--- config.mk ---
export PLATFORM = sky130hd
export DESIGN_NAME = alarm_priority_message_queue
export DESIGN_NICKNAME = d
export VERILOG_FILES = /design/src/rtl/core/apmq_pkg.sv /design/src/rtl/core/apmq_ram.sv /design/src/rtl/core/alarm_priority_message_queue.sv
export SDC_FILE = /design/constraint.sdc
export NUM_CORES = 1
export LEC_CHECK = 0
export ABC_AREA = 1
export BUFFER_PORTS_ARGS = -buffer_cell sky130_fd_sc_hd__buf_4
export CAP_MARGIN = 20
export CORE_MARGIN = 3
export CORE_UTILIZATION = 40
export CTS_CLUSTER_DIAMETER = 150
export DETAILED_ROUTE_END_ITERATION = 8
export PLACE_DENSITY = 0.69
export SETUP_SLACK_MARGIN = 0.15
export SYNTH_ARGS = -nofsm -noshare
export SYNTH_HDL_FRONTEND = slang
export SYNTH_SLANG_ARGS = --single-unit
--- constraint.sdc ---
create_clock -name clk -period 4.83 [get_ports clk]
set_input_delay 1.2075 -clock clk [delete_from_list [all_inputs] [get_ports clk]]
set_output_delay 1.2075 -clock clk [all_outputs]
set_load 0.1 [all_outputs]
--- src/rtl/core/apmq_pkg.sv ---
// shared constants and types for the alarm priority message queue
package apmq_pkg;

  localparam int FIFO_DEPTH = 16;
  localparam int WORD_BITS  = 32;

  // port widths fixed by the interface
  localparam int PORT_W  = 32;
  localparam int TOTAL_W = 5;

  // derived widths
  localparam int DATA_W  = (WORD_BITS < PORT_W) ? WORD_BITS : PORT_W;
  localparam int PTR_W   = (FIFO_DEPTH > 1) ? $clog2(FIFO_DEPTH) : 1;
  localparam int COUNT_W = $clog2(FIFO_DEPTH + 1);
  localparam int SUM_W   = (COUNT_W + 1 > TOTAL_W) ? COUNT_W + 1 : TOTAL_W;

  localparam logic FUNC_SEND    = 1'b0;
  localparam logic FUNC_RECEIVE = 1'b1;

  localparam logic KIND_NORMAL = 1'b0;
  localparam logic KIND_ALARM  = 1'b1;

  typedef enum logic [1:0] {
    STATUS_OK      = 2'd0,
    STATUS_NO_ROOM = 2'd1,
    STATUS_NO_MSG  = 2'd2,
    STATUS_FULL    = 2'd3
  } status_t;

  typedef enum logic [1:0] {
    ST_IDLE  = 2'b01,
    ST_FETCH = 2'b10
  } state_t;

endpackage

--- src/rtl/core/apmq_ram.sv ---
// generic single-port-write, single-port-read ram with registered read
module apmq_ram #(
  parameter int WIDTH = 32,
  parameter int DEPTH = 16
) (
  input  logic                                       clk,
  input  logic                                       we,
  input  logic [((DEPTH > 1) ? $clog2(DEPTH) : 1)-1:0] waddr,
  input  logic [WIDTH-1:0]                           wdata,
  input  logic [((DEPTH > 1) ? $clog2(DEPTH) : 1)-1:0] raddr,
  output logic [WIDTH-1:0]                           rdata
);

  logic [WIDTH-1:0] mem [DEPTH];

  always_ff @(posedge clk) begin
    if (we) begin
      mem[waddr] <= wdata;
    end
    rdata <= mem[raddr];
  end

endmodule

--- src/rtl/core/alarm_priority_message_queue.sv ---
// top level of the alarm priority message queue
//
// usage
//   command channel: a beat is taken at a rising edge with start high and
//   busy low. func selects send or receive; kind_in and payload_in matter
//   only on a send.
//   result channel: done is high for exactly one cycle per command and
//   qualifies status, payload_out, kind_out, total_count and alarm_count.
//   the receiver cannot stall, so every result is taken in its done cycle.
// timing
//   sends, alarm receives and refused commands: result in the cycle after the
//   beat, a new command every cycle.
//   receives served from the fifo: the result passes through the fetch state,
//   with busy high for one cycle while the fifo ram read completes, so no new
//   command is taken during the fetch state.
// reset
//   rst is synchronous, active high; it empties the fifo and the alarm slot.
//   the ram needs no clearing since only counted entries are read.
module alarm_priority_message_queue (
  input  logic                           clk,
  input  logic                           rst,
  input  logic                           start,
  output logic                           busy,
  input  logic                           func,
  input  logic                           kind_in,
  input  logic [apmq_pkg::PORT_W-1:0]    payload_in,
  output logic                           done,
  output apmq_pkg::status_t              status,
  output logic [apmq_pkg::PORT_W-1:0]    payload_out,
  output logic                           kind_out,
  output logic [apmq_pkg::TOTAL_W-1:0]   total_count,
  output logic                           alarm_count
);

  import apmq_pkg::*;

  // control state
  state_t             state;
  logic [PTR_W-1:0]   read_pointer;
  logic [PTR_W-1:0]   write_pointer;
  logic [COUNT_W-1:0] normal_count;
  logic               alarm_held;
  logic [DATA_W-1:0]  alarm_word;

  // decode of the accepted beat
  logic               accept;
  logic               fifo_write;
  logic               fifo_read;
  logic               take_alarm;
  logic               set_alarm;
  status_t            status_next;
  logic [COUNT_W-1:0] normal_count_next;
  logic               alarm_held_next;
  logic [SUM_W-1:0]   total_sum;
  logic [DATA_W-1:0]  word_in;
  logic [DATA_W-1:0]  ram_rdata;

  function automatic logic [PTR_W-1:0] next_index(input logic [PTR_W-1:0] p);
    if (p == PTR_W'(FIFO_DEPTH - 1)) begin
      return '0;
    end
    return p + 1'b1;
  endfunction

  assign busy    = (state == ST_FETCH);
  assign accept  = start && !busy;
  assign word_in = payload_in[DATA_W-1:0];

  always_comb begin
    fifo_write        = 1'b0;
    fifo_read         = 1'b0;
    take_alarm        = 1'b0;
    set_alarm         = 1'b0;
    status_next       = STATUS_OK;
    normal_count_next = normal_count;
    alarm_held_next   = alarm_held;
    if (func == FUNC_SEND) begin
      if (kind_in == KIND_ALARM) begin
        // only one alarm slot
        if (alarm_held) begin
          status_next = STATUS_NO_ROOM;
        end else begin
          set_alarm       = 1'b1;
          alarm_held_next = 1'b1;
        end
      end else if (normal_count == COUNT_W'(FIFO_DEPTH)) begin
        status_next = STATUS_FULL;
      end else begin
        fifo_write        = 1'b1;
        normal_count_next = normal_count + 1'b1;
      end
    end else begin
      // alarm is served ahead of the fifo head
      if (alarm_held) begin
        take_alarm      = 1'b1;
        alarm_held_next = 1'b0;
      end else if (normal_count != '0) begin
        fifo_read         = 1'b1;
        normal_count_next = normal_count - 1'b1;
      end else begin
        status_next = STATUS_NO_MSG;
      end
    end
  end

  assign total_sum = SUM_W'(normal_count_next) + SUM_W'(alarm_held_next);

  // fifo storage; the read address is the head at the time of the beat,
  // so rdata holds the head word in the fetch cycle
  apmq_ram #(
    .WIDTH (DATA_W),
    .DEPTH (FIFO_DEPTH)
  ) u_store (
    .clk   (clk),
    .we    (accept && fifo_write),
    .waddr (write_pointer),
    .wdata (word_in),
    .raddr (read_pointer),
    .rdata (ram_rdata)
  );

  always_ff @(posedge clk) begin
    if (rst) begin
      state         <= ST_IDLE;
      read_pointer  <= '0;
      write_pointer <= '0;
      normal_count  <= '0;
      alarm_held    <= 1'b0;
      done          <= 1'b0;
    end else begin
      done <= 1'b0;
      case (state)
        ST_IDLE: begin
          if (accept) begin
            normal_count <= normal_count_next;
            alarm_held   <= alarm_held_next;
            if (fifo_write) begin
              write_pointer <= next_index(write_pointer);
            end
            if (fifo_read) begin
              // result waits for the ram read
              read_pointer <= next_index(read_pointer);
              state        <= ST_FETCH;
            end else begin
              done <= 1'b1;
            end
          end
        end
        ST_FETCH: begin
          done  <= 1'b1;
          state <= ST_IDLE;
        end
        default: begin
          state <= ST_IDLE;
        end
      endcase
    end
  end

  // payload side, no reset needed
  always_ff @(posedge clk) begin
    if (accept && set_alarm) begin
      alarm_word <= word_in;
    end
    if (accept) begin
      status      <= status_next;
      kind_out    <= take_alarm;
      total_count <= total_sum[TOTAL_W-1:0];
      alarm_count <= alarm_held_next;
      if (take_alarm) begin
        payload_out <= PORT_W'(alarm_word);
      end else begin
        payload_out <= '0;
      end
    end else if (state == ST_FETCH) begin
      payload_out <= PORT_W'(ram_rdata);
    end
  end

endmodule
==> results.py <==
metrics = {
    "run_status": {
        "status": "completed",
    },
    "synth": {
        "ys_seq_area_frac": 0.7604,
        "syn_area_per_cell_um2": 13.06,
        "ys_warn_count": 0,
        "yosysUniqueCellTypes": 29,
        "synth_edf_count": 585,
        "synth_seq_cells": 634,
        "synth.top_cell.area_share": 0.7202,
        "syn_area_um2": 24390,
        "yosysTopAreaCell": "edfxtp_1",
        "yosysMostFrequentCell": "edfxtp_1",
        "synth_nets": 1916,
        "synth.area.top_cells": "edfxtp_1, nor2_1, o21ai_0, dfxtp_1, nand2_1",
        "ys_top_cells_by_count": "edfxtp_1, nor2_1, o21ai_0",
        "synthArstFlopShare": 0,
        "ys.flop_type": "edfxtp_1",
        "netlist_instances": 1868,
    },
    "sta": {
        "slew_headroom": 0.1239,
        "tns_ns": 0,
        "period_share": 0.6859,
        "max_clock_freq_mhz": 301.9,
        "skew_ns": 0.01700,
        "setup_ws_ns": 1.517,
        "drv_slew": 0,
        "min_period_ns": 3.313,
        "rsz0062_at_grt": "false",
        "finalHoldViolCount": 0,
        "tightest_slew_ns": 1.314,
        "setup_viol": 0,
    },
    "clock_network": {
        "h-tree-depth": 2,
        "clock_latency_ns": 0.62,
        "cts_buffer_depth": 3,
        "cts_made_buffers": 57,
        "clk_pin_slew_ns": 0.06,
        "cts_hold_buf": 0,
        "cts_tree": "built",
        "cts_sinks": 634,
        "postCtsSetupBuffers": 0,
        "clock-root-buffer": "clkbuf_16",
        "post_cts_resize_count": 0,
    },
    "grt": {
        "grt_max_degree": 260,
        "grtUsageTotal": 0.1837,
        "gr-total-overflow": 0,
        "grt_pass1_wl_mm": 89.96,
        "grt_pass1_vias": 14799,
        "antenna_found_initial": 0,
    },
    "drt": {
        "first_pass_iters": 6,
        "final_antenna_net_count": 0,
        "drc": 0,
        "dr.first_iter.drc_count": 1753,
        "route.vias.total": 15110,
        "wire_per_inst_um": 21.38,
        "wl_mm": 58.66,
        "viasPerCell": 5.507,
    },
    "setup_path": {
        "crit_path_end_kind": "register",
        "crit_path_top_delay_cell": "nor2_4",
        "crit_path_max_incr_delay_ns": 0.69,
        "worstPathMaxFanout": 25,
        "path_cells": "buf_4 > inv_1 > nand2_1 > inv_1 > nand2_1 > nor2_2 > inv_1 > nor2_1 > inv_1 > nor2_4 > buf_4",
        "crit_top_cell": "inv_1",
        "arrival_ns": 3.63,
        "crit_path_start_kind": "input pin",
        "crit_required_ns": 5.15,
        "crit_type": "input pin to register",
    },
    "final_layout": {
        "drive_gt1_frac": 0.1101,
        "antennaDiodeCount": 0,
        "area_growth_pct": 13.33,
        "final_nets": 1971,
    },
    "power_and_ir_drop": {
        "clkPwrFrac": 0.367,
        "ir_drop_v": 0.0002681,
        "p_sw_frac": 0.2558,
        "power_frac_comb": 0.117,
        "p_seq_frac": 0.516,
        "power.switching_mw": 3.089,
        "power.density_nw_per_um2": 436.9,
        "internal_power_mw": 8.987,
        "p_leak_nw": 9.315,
    },
    "flow_run": {
        "maxCapViolations": 0,
    },
    "die": {
        "initial_core_util": 0.4087,
        "ioPinCount": 80,
        "coreArea_um2": 59690,
        "fp.dieH_um": 252.9,
        "die_area_um2": 63980,
        "dieWidth_um": 252.9,
        "rows": 89,
    },
    "min_path": {
        "hold_path.class": "register to register",
    },
    "placed_design": {
        "gp_congestion": 0.8544,
        "numPortBuffers": 79,
        "dp_worst_setup_slack_ns": 0.9407,
        "hpwl_mm": 33.98,
    },
}
[per-stage QoR]
step	total power, mW	cells	hold WS (ns)	utilization	area [µm²]
final	12.08	2744	0.4724	0.4631	27640
after detailed placement	7.744	2634	0.4661	0.4316	25760
after global placement	7.715	2633	0.4503	0.4311	25730
after CTS	12.12	2741	0.4727	0.4620	27580
after floorplan	7.311	1868	0.4426	-	24400
after global routing	12.50	2744	0.5084	0.4631	27640
[power by group through the flow]
| stage | clock, mW | combinational (mW) | sequential, mW |
|---|---|---|---|
| 2_1_floorplan | 0 | 0.684 | 6.63 |
| 3_3_place_gp | 0 | 1.38 | 6.34 |
| 3_5_place_dp | 0 | 1.40 | 6.34 |
| 4_1_cts | 4.48 | 1.41 | 6.23 |
| 5_1_grt | 4.72 | 1.54 | 6.24 |
| 6_report | 4.43 | 1.42 | 6.23 |
[final cells by class]
class                   instances  area, µm²
inverters                      44      170.2
multi-input cells            1079       5241
repair buffers                107      893.4
flip-flops and latches        634      18560
clock inverters                33      282.8
well taps                     773      967.2
clock buffers                  74       1533
fillers                      5162      32040
[registers in the layout (all words and copies together) (netlist names)]
| register | flops |
|---|---|
| alarm_count | 1 |
| alarm_held | 1 |
| kind_out | 1 |
| payload_out | 32 |
| total_count | 5 |
| done | 1 |
| state | 2 |
| normal_count | 5 |
| status | 2 |
| read_pointer | 4 |
| u_store.mem | 512 |
| alarm_word | 32 |
| write_pointer | 4 |
| u_store.rdata | 32 |
[final timing paths]
path / slack, ns / endpoint / start / depth (start not counted)
setup reg to reg: 1.68 / u_store.mem[11][19] / normal_count[1] / 10
hold reg to reg: 0.47 / state[0] / state[0] / 2
hold / removal: 0.47 / state[0] / state[0] / 2
setup / recovery: 1.52 / u_store.mem[11][19] / kind_in / 11
[cell usage in the layout, fill, tap and decap left out, types with 11 or more instances in the layout]
cell         n
a21oi_1     19
buf_4      101
clkbuf_1    15
clkbuf_16   59
clkinv_1    15
clkinv_2    11
dfxtp_1     46
edfxtp_1   585
ha_1        11
inv_1       38
nand2_1    171
nand3_1    119
nor2_1     332
nor2_4      17
o211ai_1    65
o21ai_0    236
o21ai_1     32
o22ai_1     64
[critical path, delay by kind of cell]
family                 cells  cell delay, ns
buffers and inverters      6            0.99
and+or+nand+nor            5            1.41
[cells by family (layout without fill, tap and decap cells)]
kind of cell / count (synthesis) / count (layout) / share of synthesized area
AOI/OAI and AO/OA: 417 / 417 / 0.09561
xor gates and xnor gates: 3 / 3 / 0.001077
adders and majority gates: 11 / 11 / 0.005642
buffers and inverters: 155 / 258 / 0.03057
DFF: 634 / 634 / 0.7604
and+or+nand+nor: 648 / 648 / 0.1067
[per-layer routing]
layer  routed length (µm)  part of all wire  vias to the layer above  GRT usage
li1                     -                 -                     6900          -
met1                24450              0.42                     7513     0.2514
met2                27960              0.48                      591     0.2992
met3                 4868             0.083                      106    0.03985
met4                 1372             0.023                        0    0.04894
met5                    0                 0                        -          0
No activity file was read; power rests on OpenSTA's default activity.
